## src/sv/zcsd_pkg.sv

```systemverilog
// Package for the zero-cross synchronized sense debouncer.
// Holds the register map, reset values and the configuration bundle type.
// No dependencies; compile first.
`default_nettype none

package zcsd_pkg;

  localparam int unsigned CntW  = 16;
  localparam int unsigned AddrW = 4;
  localparam int unsigned DataW = 32;

  localparam logic [CntW-1:0] SettleReset   = 16'd95;
  localparam logic [CntW-1:0] DebounceReset = 16'd10;

  typedef enum logic [1:0] {
    REG_SETTLE    = 2'd0,
    REG_EXTRACTOR = 2'd1,
    REG_STAND     = 2'd2,
    REG_CARTRIDGE = 2'd3
  } reg_idx_t;

  typedef struct packed {
    logic [CntW-1:0] settle_ticks;
    logic [CntW-1:0] extractor_debounce;
    logic [CntW-1:0] stand_debounce;
    logic [CntW-1:0] cartridge_debounce;
  } cfg_t;

endpackage

`default_nettype wire

```

## src/sv/zcsd_if.sv

```systemverilog
// Valid/ready channel interfaces for the sense debouncer: one for ticks
// coming in, one for results going out. Depends on nothing.
`default_nettype none

interface zcsd_in_if;
  logic valid;
  logic ready;
  logic zero_cross;
  logic triac_on;
  logic extractor_pin;
  logic stand_pin;
  logic cartridge_pin;

  modport source (output valid, zero_cross, triac_on, extractor_pin, stand_pin,
                  cartridge_pin, input ready);
  modport sink (input valid, zero_cross, triac_on, extractor_pin, stand_pin,
                cartridge_pin, output ready);
endinterface

interface zcsd_out_if;
  logic       valid;
  logic       ready;
  logic       extractor_flag;
  logic       stand_flag;
  logic       cartridge_flag;
  logic       measure_enable;
  logic       detect_strobe;
  logic [1:0] phase_out;

  modport source (output valid, extractor_flag, stand_flag, cartridge_flag,
                  measure_enable, detect_strobe, phase_out, input ready);
  modport sink (input valid, extractor_flag, stand_flag, cartridge_flag,
                measure_enable, detect_strobe, phase_out, output ready);
endinterface

`default_nettype wire

```

## src/sv/zcsd_regs.sv

```systemverilog
// APB-style configuration registers of the sense debouncer.
// Depends on zcsd_pkg for the register map and the cfg_t bundle.
`default_nettype none

module zcsd_regs
  import zcsd_pkg::*;
(
  input  wire logic             clk,
  input  wire logic             rst_n,
  input  wire logic             cfg_psel,
  input  wire logic             cfg_penable,
  input  wire logic             cfg_pwrite,
  input  wire logic [AddrW-1:0] cfg_paddr,
  input  wire logic [DataW-1:0] cfg_pwdata,
  output logic      [DataW-1:0] cfg_prdata,
  output logic                  cfg_pready,
  output cfg_t                  cfg
);

  cfg_t     cfg_r;
  reg_idx_t idx;
  logic     wr_en;

  assign idx        = reg_idx_t'(cfg_paddr[3:2]);
  assign wr_en      = cfg_psel && cfg_penable && cfg_pwrite;
  assign cfg_pready = 1'b1;
  assign cfg        = cfg_r;

  always_ff @(posedge clk) begin
    if (!rst_n) begin
      cfg_r.settle_ticks       <= SettleReset;
      cfg_r.extractor_debounce <= DebounceReset;
      cfg_r.stand_debounce     <= DebounceReset;
      cfg_r.cartridge_debounce <= DebounceReset;
    end else if (wr_en) begin
      unique case (idx)
        REG_SETTLE:    cfg_r.settle_ticks       <= cfg_pwdata[CntW-1:0];
        REG_EXTRACTOR: cfg_r.extractor_debounce <= cfg_pwdata[CntW-1:0];
        REG_STAND:     cfg_r.stand_debounce     <= cfg_pwdata[CntW-1:0];
        REG_CARTRIDGE: cfg_r.cartridge_debounce <= cfg_pwdata[CntW-1:0];
        default: ;
      endcase
    end
  end

  always_comb begin
    unique case (idx)
      REG_SETTLE:    cfg_prdata = {{(DataW-CntW){1'b0}}, cfg_r.settle_ticks};
      REG_EXTRACTOR: cfg_prdata = {{(DataW-CntW){1'b0}}, cfg_r.extractor_debounce};
      REG_STAND:     cfg_prdata = {{(DataW-CntW){1'b0}}, cfg_r.stand_debounce};
      REG_CARTRIDGE: cfg_prdata = {{(DataW-CntW){1'b0}}, cfg_r.cartridge_debounce};
      default:       cfg_prdata = '0;
    endcase
  end

endmodule

`default_nettype wire

```

## src/sv/zero_cross_synced_sense_debounce.sv

```systemverilog
// Top level of the zero-cross synchronized sense debouncer.
// Depends on zcsd_pkg, the channel interfaces in zcsd_if and zcsd_regs.
`default_nettype none

// Every transfer on the input channel is one scheduler tick and produces
// exactly one result transfer. A tick is captured in an input register;
// when the result slot is free or is being taken, the sequencer and, on a
// sense tick, the three debounce counters are updated from it and the new
// flags, drive levels and phase are presented on the output channel. One
// tick can be taken every clock cycle while the sink accepts every result: the
// only loop is the sequencer state update, whose registers double as the
// result register. While a result is held back by the sink, the captured
// tick waits in the input register and the input channel stalls only when
// both are full. The sequencer waits for a zero crossing with the triac
// off, counts down settle_ticks, drops measure enable and raises the
// detect strobe, then samples the active-low sense lines on the next tick.
// Each flag sets after its debounce register's count of consecutive active
// samples and clears on the first inactive one. Registers are written over
// the APB-style port at byte addresses 0, 4, 8 and 12; a new value is used
// at the next load of the matching counter, running counts are untouched.
// Configure only while no tick is in flight.

module zero_cross_synced_sense_debounce
  import zcsd_pkg::*;
(
  input  wire logic             clk,
  input  wire logic             rst_n,
  zcsd_in_if.sink               in_ch,
  zcsd_out_if.source            out_ch,
  input  wire logic             cfg_psel,
  input  wire logic             cfg_penable,
  input  wire logic             cfg_pwrite,
  input  wire logic [AddrW-1:0] cfg_paddr,
  input  wire logic [DataW-1:0] cfg_pwdata,
  output logic      [DataW-1:0] cfg_prdata,
  output logic                  cfg_pready
);

  typedef enum logic [1:0] {
    PH_INIT   = 2'd0,
    PH_AWAIT  = 2'd1,
    PH_SETTLE = 2'd2,
    PH_SENSE  = 2'd3
  } phase_t;

  typedef struct packed {
    logic [CntW-1:0] cnt;
    logic            flag;
  } deb_t;

  // One debounce step: an active sample counts down and sets the flag with a
  // reload when the count reaches zero; an inactive sample clears and reloads.
  function automatic deb_t debounce(input logic active, input logic [CntW-1:0] cnt,
                                    input logic [CntW-1:0] reload, input logic flag);
    deb_t            res;
    logic [CntW-1:0] dec;
    dec = cnt - 1'b1;
    if (active) begin
      if (dec == '0) begin
        res.cnt  = reload;
        res.flag = 1'b1;
      end else begin
        res.cnt  = dec;
        res.flag = flag;
      end
    end else begin
      res.cnt  = reload;
      res.flag = 1'b0;
    end
    return res;
  endfunction

  cfg_t cfg;

  zcsd_regs u_regs (
    .clk         (clk),
    .rst_n       (rst_n),
    .cfg_psel    (cfg_psel),
    .cfg_penable (cfg_penable),
    .cfg_pwrite  (cfg_pwrite),
    .cfg_paddr   (cfg_paddr),
    .cfg_pwdata  (cfg_pwdata),
    .cfg_prdata  (cfg_prdata),
    .cfg_pready  (cfg_pready),
    .cfg         (cfg)
  );

  // Input register.
  logic in_vld_r;
  logic zc_r, triac_r, extr_r, stand_r, cart_r;

  // Sequencer state; also the result payload.
  phase_t          phase_r, phase_nxt;
  logic [CntW-1:0] settle_r, settle_nxt;
  logic [CntW-1:0] extr_cnt_r, extr_cnt_nxt;
  logic [CntW-1:0] stand_cnt_r, stand_cnt_nxt;
  logic [CntW-1:0] cart_cnt_r, cart_cnt_nxt;
  logic            extr_flag_r, extr_flag_nxt;
  logic            stand_flag_r, stand_flag_nxt;
  logic            cart_flag_r, cart_flag_nxt;
  logic            meas_en_r, meas_en_nxt;
  logic            strobe_r, strobe_nxt;
  logic            out_vld_r;

  logic            advance;
  logic            in_xfer;
  logic [CntW-1:0] settle_dec;
  deb_t            extr_res, stand_res, cart_res;

  // A captured tick moves into the state when the result slot is free or is
  // being taken in this cycle.
  assign advance     = in_vld_r && (!out_vld_r || out_ch.ready);
  assign in_ch.ready = !in_vld_r || advance;
  assign in_xfer     = in_ch.valid && in_ch.ready;

  always_ff @(posedge clk) begin
    if (in_xfer) begin
      zc_r    <= in_ch.zero_cross;
      triac_r <= in_ch.triac_on;
      extr_r  <= in_ch.extractor_pin;
      stand_r <= in_ch.stand_pin;
      cart_r  <= in_ch.cartridge_pin;
    end
  end

  assign settle_dec = (settle_r != '0) ? settle_r - 1'b1 : settle_r;
  assign extr_res   = debounce(!extr_r && stand_r, extr_cnt_r,
                               cfg.extractor_debounce, extr_flag_r);
  assign stand_res  = debounce(extr_r && !stand_r, stand_cnt_r,
                               cfg.stand_debounce, stand_flag_r);
  assign cart_res   = debounce(!cart_r, cart_cnt_r,
                               cfg.cartridge_debounce, cart_flag_r);

  always_comb begin
    phase_nxt      = phase_r;
    settle_nxt     = settle_r;
    extr_cnt_nxt   = extr_cnt_r;
    stand_cnt_nxt  = stand_cnt_r;
    cart_cnt_nxt   = cart_cnt_r;
    extr_flag_nxt  = extr_flag_r;
    stand_flag_nxt = stand_flag_r;
    cart_flag_nxt  = cart_flag_r;
    meas_en_nxt    = meas_en_r;
    strobe_nxt     = strobe_r;
    unique case (phase_r)
      PH_INIT: begin
        settle_nxt = cfg.settle_ticks;
        phase_nxt  = PH_AWAIT;
      end
      PH_AWAIT: begin
        if (zc_r && !triac_r) begin
          settle_nxt = cfg.settle_ticks;
          phase_nxt  = PH_SETTLE;
        end
      end
      PH_SETTLE: begin
        settle_nxt = settle_dec;
        // A settle time of zero ends on the first tick of this phase.
        if (settle_dec == '0) begin
          meas_en_nxt = 1'b0;
          strobe_nxt  = 1'b1;
          phase_nxt   = PH_SENSE;
        end
      end
      PH_SENSE: begin
        extr_cnt_nxt   = extr_res.cnt;
        extr_flag_nxt  = extr_res.flag;
        stand_cnt_nxt  = stand_res.cnt;
        stand_flag_nxt = stand_res.flag;
        cart_cnt_nxt   = cart_res.cnt;
        cart_flag_nxt  = cart_res.flag;
        meas_en_nxt    = 1'b1;
        strobe_nxt     = 1'b0;
        phase_nxt      = PH_AWAIT;
      end
      default: ;
    endcase
  end

  always_ff @(posedge clk) begin
    if (!rst_n) begin
      in_vld_r     <= 1'b0;
      out_vld_r    <= 1'b0;
      phase_r      <= PH_INIT;
      settle_r     <= '0;
      extr_cnt_r   <= DebounceReset;
      stand_cnt_r  <= DebounceReset;
      cart_cnt_r   <= DebounceReset;
      extr_flag_r  <= 1'b0;
      stand_flag_r <= 1'b0;
      cart_flag_r  <= 1'b0;
      meas_en_r    <= 1'b1;
      strobe_r     <= 1'b0;
    end else begin
      if (in_xfer) begin
        in_vld_r <= 1'b1;
      end else if (advance) begin
        in_vld_r <= 1'b0;
      end
      if (advance) begin
        out_vld_r    <= 1'b1;
        phase_r      <= phase_nxt;
        settle_r     <= settle_nxt;
        extr_cnt_r   <= extr_cnt_nxt;
        stand_cnt_r  <= stand_cnt_nxt;
        cart_cnt_r   <= cart_cnt_nxt;
        extr_flag_r  <= extr_flag_nxt;
        stand_flag_r <= stand_flag_nxt;
        cart_flag_r  <= cart_flag_nxt;
        meas_en_r    <= meas_en_nxt;
        strobe_r     <= strobe_nxt;
      end else if (out_ch.ready) begin
        out_vld_r <= 1'b0;
      end
    end
  end

  assign out_ch.valid          = out_vld_r;
  assign out_ch.extractor_flag = extr_flag_r;
  assign out_ch.stand_flag     = stand_flag_r;
  assign out_ch.cartridge_flag = cart_flag_r;
  assign out_ch.measure_enable = meas_en_r;
  assign out_ch.detect_strobe  = strobe_r;
  assign out_ch.phase_out      = phase_r;

endmodule

`default_nettype wire
```

## src/flat_wrapper.sv

```systemverilog
// flat-port wrapper written by rule: the top's interface ports become plain ports
module zero_cross_synced_sense_debounce_flat import zcsd_pkg::*;
  (clk, rst_n, cfg_psel, cfg_penable, cfg_pwrite, cfg_paddr, cfg_pwdata, cfg_prdata, cfg_pready, in_ch_valid, in_ch_zero_cross, in_ch_triac_on, in_ch_extractor_pin, in_ch_stand_pin, in_ch_cartridge_pin, in_ch_ready, out_ch_valid, out_ch_extractor_flag, out_ch_stand_flag, out_ch_cartridge_flag, out_ch_measure_enable, out_ch_detect_strobe, out_ch_phase_out, out_ch_ready);
  zcsd_in_if in_ch_i ();
  zcsd_out_if out_ch_i ();
  input  wire logic clk;
  input  wire logic rst_n;
  input  wire logic cfg_psel;
  input  wire logic cfg_penable;
  input  wire logic cfg_pwrite;
  input  wire logic [AddrW-1:0] cfg_paddr;
  input  wire logic [DataW-1:0] cfg_pwdata;
  output logic      [DataW-1:0] cfg_prdata;
  output logic cfg_pready;
  input wire logic [$bits(in_ch_i.valid)-1:0] in_ch_valid;
  input wire logic [$bits(in_ch_i.zero_cross)-1:0] in_ch_zero_cross;
  input wire logic [$bits(in_ch_i.triac_on)-1:0] in_ch_triac_on;
  input wire logic [$bits(in_ch_i.extractor_pin)-1:0] in_ch_extractor_pin;
  input wire logic [$bits(in_ch_i.stand_pin)-1:0] in_ch_stand_pin;
  input wire logic [$bits(in_ch_i.cartridge_pin)-1:0] in_ch_cartridge_pin;
  output wire logic [$bits(in_ch_i.ready)-1:0] in_ch_ready;
  output wire logic [$bits(out_ch_i.valid)-1:0] out_ch_valid;
  output wire logic [$bits(out_ch_i.extractor_flag)-1:0] out_ch_extractor_flag;
  output wire logic [$bits(out_ch_i.stand_flag)-1:0] out_ch_stand_flag;
  output wire logic [$bits(out_ch_i.cartridge_flag)-1:0] out_ch_cartridge_flag;
  output wire logic [$bits(out_ch_i.measure_enable)-1:0] out_ch_measure_enable;
  output wire logic [$bits(out_ch_i.detect_strobe)-1:0] out_ch_detect_strobe;
  output wire logic [$bits(out_ch_i.phase_out)-1:0] out_ch_phase_out;
  input wire logic [$bits(out_ch_i.ready)-1:0] out_ch_ready;
  assign in_ch_i.valid = in_ch_valid;
  assign in_ch_i.zero_cross = in_ch_zero_cross;
  assign in_ch_i.triac_on = in_ch_triac_on;
  assign in_ch_i.extractor_pin = in_ch_extractor_pin;
  assign in_ch_i.stand_pin = in_ch_stand_pin;
  assign in_ch_i.cartridge_pin = in_ch_cartridge_pin;
  assign in_ch_ready = in_ch_i.ready;
  assign out_ch_valid = out_ch_i.valid;
  assign out_ch_extractor_flag = out_ch_i.extractor_flag;
  assign out_ch_stand_flag = out_ch_i.stand_flag;
  assign out_ch_cartridge_flag = out_ch_i.cartridge_flag;
  assign out_ch_measure_enable = out_ch_i.measure_enable;
  assign out_ch_detect_strobe = out_ch_i.detect_strobe;
  assign out_ch_phase_out = out_ch_i.phase_out;
  assign out_ch_i.ready = out_ch_ready;
  zero_cross_synced_sense_debounce u_core (.clk(clk), .rst_n(rst_n), .in_ch(in_ch_i), .out_ch(out_ch_i), .cfg_psel(cfg_psel), .cfg_penable(cfg_penable), .cfg_pwrite(cfg_pwrite), .cfg_paddr(cfg_paddr), .cfg_pwdata(cfg_pwdata), .cfg_prdata(cfg_prdata), .cfg_pready(cfg_pready));
endmodule
```

## config.mk

```make
export PLATFORM = sky130hd
export DESIGN_NAME = zero_cross_synced_sense_debounce_flat
export DESIGN_NICKNAME = d
export VERILOG_FILES = /design/src/sv/zcsd_pkg.sv /design/src/sv/zcsd_if.sv /design/src/sv/zcsd_regs.sv /design/src/sv/zero_cross_synced_sense_debounce.sv /design/src/flat_wrapper.sv
export SDC_FILE = /design/constraint.sdc
export NUM_CORES = 1
export LEC_CHECK = 0
export ABC_AREA = 1
export BUFFER_PORTS_ARGS = -buffer_cell sky130_fd_sc_hd__buf_2
export CORE_MARGIN = 3
export CORE_UTILIZATION = 28
export DETAILED_ROUTE_END_ITERATION = 8
export PLACE_DENSITY = 0.47
export SYNTH_ARGS = -nofsm -noshare
export SYNTH_HDL_FRONTEND = slang
export SYNTH_HIERARCHICAL = 1
export SYNTH_SLANG_ARGS = --single-unit
export TNS_END_PERCENT = 5
```

## constraint.sdc

```tcl
create_clock -name clk -period 4.9 [get_ports clk]
set_clock_uncertainty 0.1 [all_clocks]
set_input_delay 0.98 -clock clk [delete_from_list [all_inputs] [get_ports clk]]
set_output_delay 0.98 -clock clk [all_outputs]
set_load 0.005 [all_outputs]
```

**Word level (Yosys, flattened, before mapping)**

Index checks and enable logic that the tools add are counted.

- Multiplexer cells: 21
- Add/sub/neg operators: 4
- Eq/ne operators: 10
- Reductions and logical operators: 38

Operators with widths:

| operator | number |
|---|---|
| $pmux W32 S4 | 1 |
| $mux W17 | 6 |
| $logic_not A16 Y1 | 4 |
| $sub A16 B1 Y16 const B | 4 |
| $pmux W16 S3 | 1 |
| $mux W16 | 2 |
| $reduce_and A3 Y1 | 6 |
| $reduce_bool A16 Y1 | 1 |
| $reduce_and A2 Y1 | 5 |
| $eq A2 B2 Y1 const B | 4 |
| $reduce_bool A2 Y1 | 4 |
| $logic_and A1 B1 Y1 | 7 |
| $mux W1 | 6 |
| $pmux W2 S3 | 1 |
| $logic_not A1 Y1 | 5 |
| $eq A2 B1 Y1 const B | 2 |
| $logic_not A2 Y1 | 2 |
| $mux W2 | 2 |
| $ne A2 B1 Y1 const B | 2 |
| $ne A2 B2 Y1 const B | 2 |
| $pmux W1 S2 | 2 |
| $reduce_bool A3 Y1 | 1 |
| $logic_or A1 B1 Y1 | 2 |
| $reduce_or A2 Y1 | 1 |

- Output and inout bits: 42
- Bits in registers: 142
- Input port bits: 48

**Depth between registers and ports, before layout**

- Word-level depth: 6
- Depth in mapped cells: 16

**Cells and area by module**

Netlist, hierarchy kept.

Modules (own cells, without submodules):

| module | area each (µm²) | instances | cells an instance |
|---|---|---|---|
| zero_cross_synced_sense_debounce | 5,903.2 | 1 | 969 |
| zcsd_regs | 3,099.2 | 1 | 471 |

**Least setup slack after synthesis**

No wires, ideal clock.

- Path type: input to output
- From: input port cfg_paddr[3]
- To: output port cfg_prdata[0]
- Setup slack: 2.249 ns
- Stages: 4
- Data arrival time: 1.571 ns
- Buffers on the path: 1
- Required time: 3.820 ns
- Path through: nor2_2 buf_2 nand2_1 nand4_1

- Word-level cells in the longest chain between the ends: 2

RTL lines:

| element | RTL line | text |
|---|---|---|
| start: declaration | flat_wrapper.sv:11 | `input wire logic [AddrW-1:0] cfg_paddr;` |
| $eq A2 B2 Y1, or another cell as far along | zcsd_regs.sv:47 | `unique case (idx)` |
| $pmux W32 S4 * | zcsd_regs.sv:47 |  |
| end: declaration | flat_wrapper.sv:13 | `output logic [DataW-1:0] cfg_prdata;` |

Mark *: on every way between the ends. The rest lies on a longest branch, timed or not. The select of a mux whose other input is x is not followed.

**Worst setup path after layout**

- From: input port cfg_paddr[3]
- To: output port cfg_prdata[6]

The elaborated chain is that of the path after synthesis.

==> impl_metrics.yaml <==
layout:
  fin_area_um2: 10000
  drive_gt1_share_pct: 10.9
  fillCellCount: 3569
  num_antenna_cells: 0
  final_common_cell: "nand2_1"
  synthToLayoutAreaGrowth_pct: 11.4
  mostFrequentLayoutCells: "423 x nand2_1, 195 x nor2_1, 186 x nand3_1"
  final_nets: 1518
placement:
  gp_congestion: 0.861
  placed_area_um2: 9420
  hpwl_mm: 19.8
  port_buffers: 54
  dp_slack_ns: 1.45
global_routing:
  grt_pass1_wl_mm: 44.8
  antenna_found_initial: 1
  grtUsageMet2_pct: 26.1
  grt.met1_usage_pct: 23.2
  grt_max_degree: 70
  use_met3_pct: 2.65
  track_usage_pct: 16.4
  grt.busiest_layer: "met2"
  grt.overflow.total: 0
  first_global_vias: 8200
cts:
  cts_hold_buf: 0
  clk_latency_ns: 0.42
  cts_made_buffers: 17
  htreeDepth: 4
  clk_pin_slew_worst_paths_ns: 0.06
  clock-sinks: 142
  cts_setup_buffers: 0
  cts_buffer_depth: 2
  root_buffer: "clkbuf_16"
  tritoncts: "done"
  ctsResizeCount: 0
synth:
  syn_area_um2: 9000
  ys_ff_latch: 142
  synthAdderAreaFrac_pct: 1.67
  synth_top_family_by_area: "simple AND/OR/NAND/NOR gates"
  synthMuxAreaShare_pct: 0
  synth_xor_area_share_pct: 1.26
  ys_warn_count: 6
  synth_cell_types: 35
  synth_cells: 1440
  yosys.area_share.simple_pct: 44.5
  syn_area_per_cell_um2: 6.25
  seq_area_frac_synth_pct: 32.1
  synth_compound_area_share_pct: 8.08
worst_hold_path:
  hold_path.class: "flop to flop"
die:
  die_h_um: 185
  io_pins: 90
  fp.coreArea_um2: 31600
  initial_core_util_pct: 28.5
  rows: 65
  dieArea_um2: 34300
  die-width_um: 185
setup_path:
  crit_arrival_ns: 2.37
  cp_max_fo: 21
  endpoint_kind: "output port"
  reg2reg_setup_slack_ns: 2.22
  critPathLaunchType: "input pin"
  r2r-end: "u_core/out_ch.detect_strobe"
  worstRegToRegCells: 13
  path_class: "input pin to output port"
  cp.required_ns: 3.82
  crit_end: "cfg_prdata[6]"
  r2r-start: "u_core/settle_r[0]"
  startpoint: "cfg_paddr[3]"
timing:
  drv_slew: 0
  period_share_pct: 70.5
  hold_slack_ns: 0.368
  hold_viol: 0
  rsz0062_at_grt: "no"
  layout_setup_ws_ns: 1.45
  final-setup-viol-count: 0
  max_freq_mhz: 289
  worstMarginPinSlew_ns: 1.08
  fin_crit_ns: 3.45
  tns_ns: 0
  slew-limit-headroom_pct: 27.9
pwr:
  vdd_drop_max_mv: 0.213
  p_total_mw: 2.95
  p_per_area_nw_per_um2: 295
  p_leak_nw: 4.41
outcome:
  status: "finished, final reports clean"
drt:
  drc: 0
  avgRoutedWirePerCell_um: 14.6
  vias: 8716
  first_pass_iters: 5
  wl_mm: 27.4
  first_iter_violations: 551
  avgViaCountPerCell: 4.65
  ant_nets: 0
run:
  cap_violations: 0
layout make-up:
class                      instances  area, um^2  area share, %
inverter                         161         604           6.02
clock buffer                      22         454           4.53
clock inverter                    10         160           1.60
timing repair buffer              63         338           3.37
multi-input combinational       1073        5080           50.6
sequential                       142        2890           28.8
tap                              402         503           5.01
registers in the layout (all words and copies together), names as in the netlist, 2 cells and up:
signal	count
u_core/out_ch.phase_out	2
u_core/stand_cnt_r	16
u_core/cart_cnt_r	16
u_core/u_regs/cfg	64
u_core/extr_cnt_r	16
u_core/settle_r	16
cell families (layout without fill, tap and decap cells):
group,after synthesis,in the layout
compound gates,128,128
xor+xnor,13,13
fa+ha+maj,12,12
buf+inv,240,256
flops,142,142
other cells,2,17
simple gates,903,903
stage by stage:
stage,util (%),instances
CTS,31.7,1873
finish,31.7,1873
floorplan,-,1455
global route,31.7,1873
global placement,29.8,1841
detailed placement,29.8,1841
worst max-delay path, stage by stage:
cell,delay [ns]
buf_2,0.13
nor2_2,0.71
buf_4,0.28
nand2_1,0.06
nand4_1,0.08
buf_2,0.12
power by group:
part           switching, mW  internal, mW
combinational          0.245         0.106
sequential            0.0243          1.19
clock                  0.525         0.867
total                  0.794          2.16
how the worst min path moves through the flow:
stage                           startpoint  depth (start not counted)  slack (ns)                           end
2_1_floorplan                u_core/cart_r                          1        0.33  u_core/out_ch.cartridge_flag
3_3_place_gp                 u_core/cart_r                          1        0.35  u_core/out_ch.cartridge_flag
3_5_place_dp         u_core/cart_cnt_r[15]                          2        0.36         u_core/cart_cnt_r[15]
4_1_cts              u_core/cart_cnt_r[15]                          2        0.37         u_core/cart_cnt_r[15]
5_1_grt              u_core/cart_cnt_r[15]                          2        0.38         u_core/cart_cnt_r[15]
6_report       u_core/out_ch.detect_strobe                          2        0.37   u_core/out_ch.detect_strobe
routing by layer:
metal / wire length (um) / vias up / share of wire, %
li1: - / 4572 / -
met1: 13700 / 3967 / 50
met2: 12400 / 156 / 45
met3: 933 / 21 / 3.4
met4: 358 / 0 / 1.3
met5: 0 / - / 0
Yosys cell counts:
library cell / number / area (um^2)
nand2_1: 423 / 1590
nor2_1: 197 / 739
nand3_1: 186 / 931
inv_1: 153 / 574
dfxtp_1: 137 / 2740
a21oi_1: 78 / 390
o21ai_0: 24 / 120
buf_2: 23 / 115
nor2_2: 23 / 144
buf_4: 21 / 158
nand4_1: 20 / 125
clkbuf_1: 16 / 60.1
nand3b_1: 16 / 120
a221oi_1: 15 / 131
ha_1: 12 / 150
buf_6: 11 / 124
nor2_4: 11 / 124
nand2_2: 10 / 62.6
xor2_1: 9 / 78.8
buf_1: 7 / 26.3
inv_2: 6 / 22.5
nand2_4: 6 / 67.6
edfxtp_1: 5 / 150
nand3_2: 5 / 50.1
o21ai_1: 5 / 25.0
xnor2_1: 4 / 35.0
and2_1: 3 / 18.8
a21oi_2: 2 / 17.5
clkinv_1: 2 / 7.51
conb_1: 2 / 7.51
nand3_4: 2 / 35.0
o211a_1: 2 / 20.0
o21bai_2: 2 / 22.5
clkbuf_8: 1 / 13.8
nor3_1: 1 / 5.00
(Power assumes the default switching activity.)
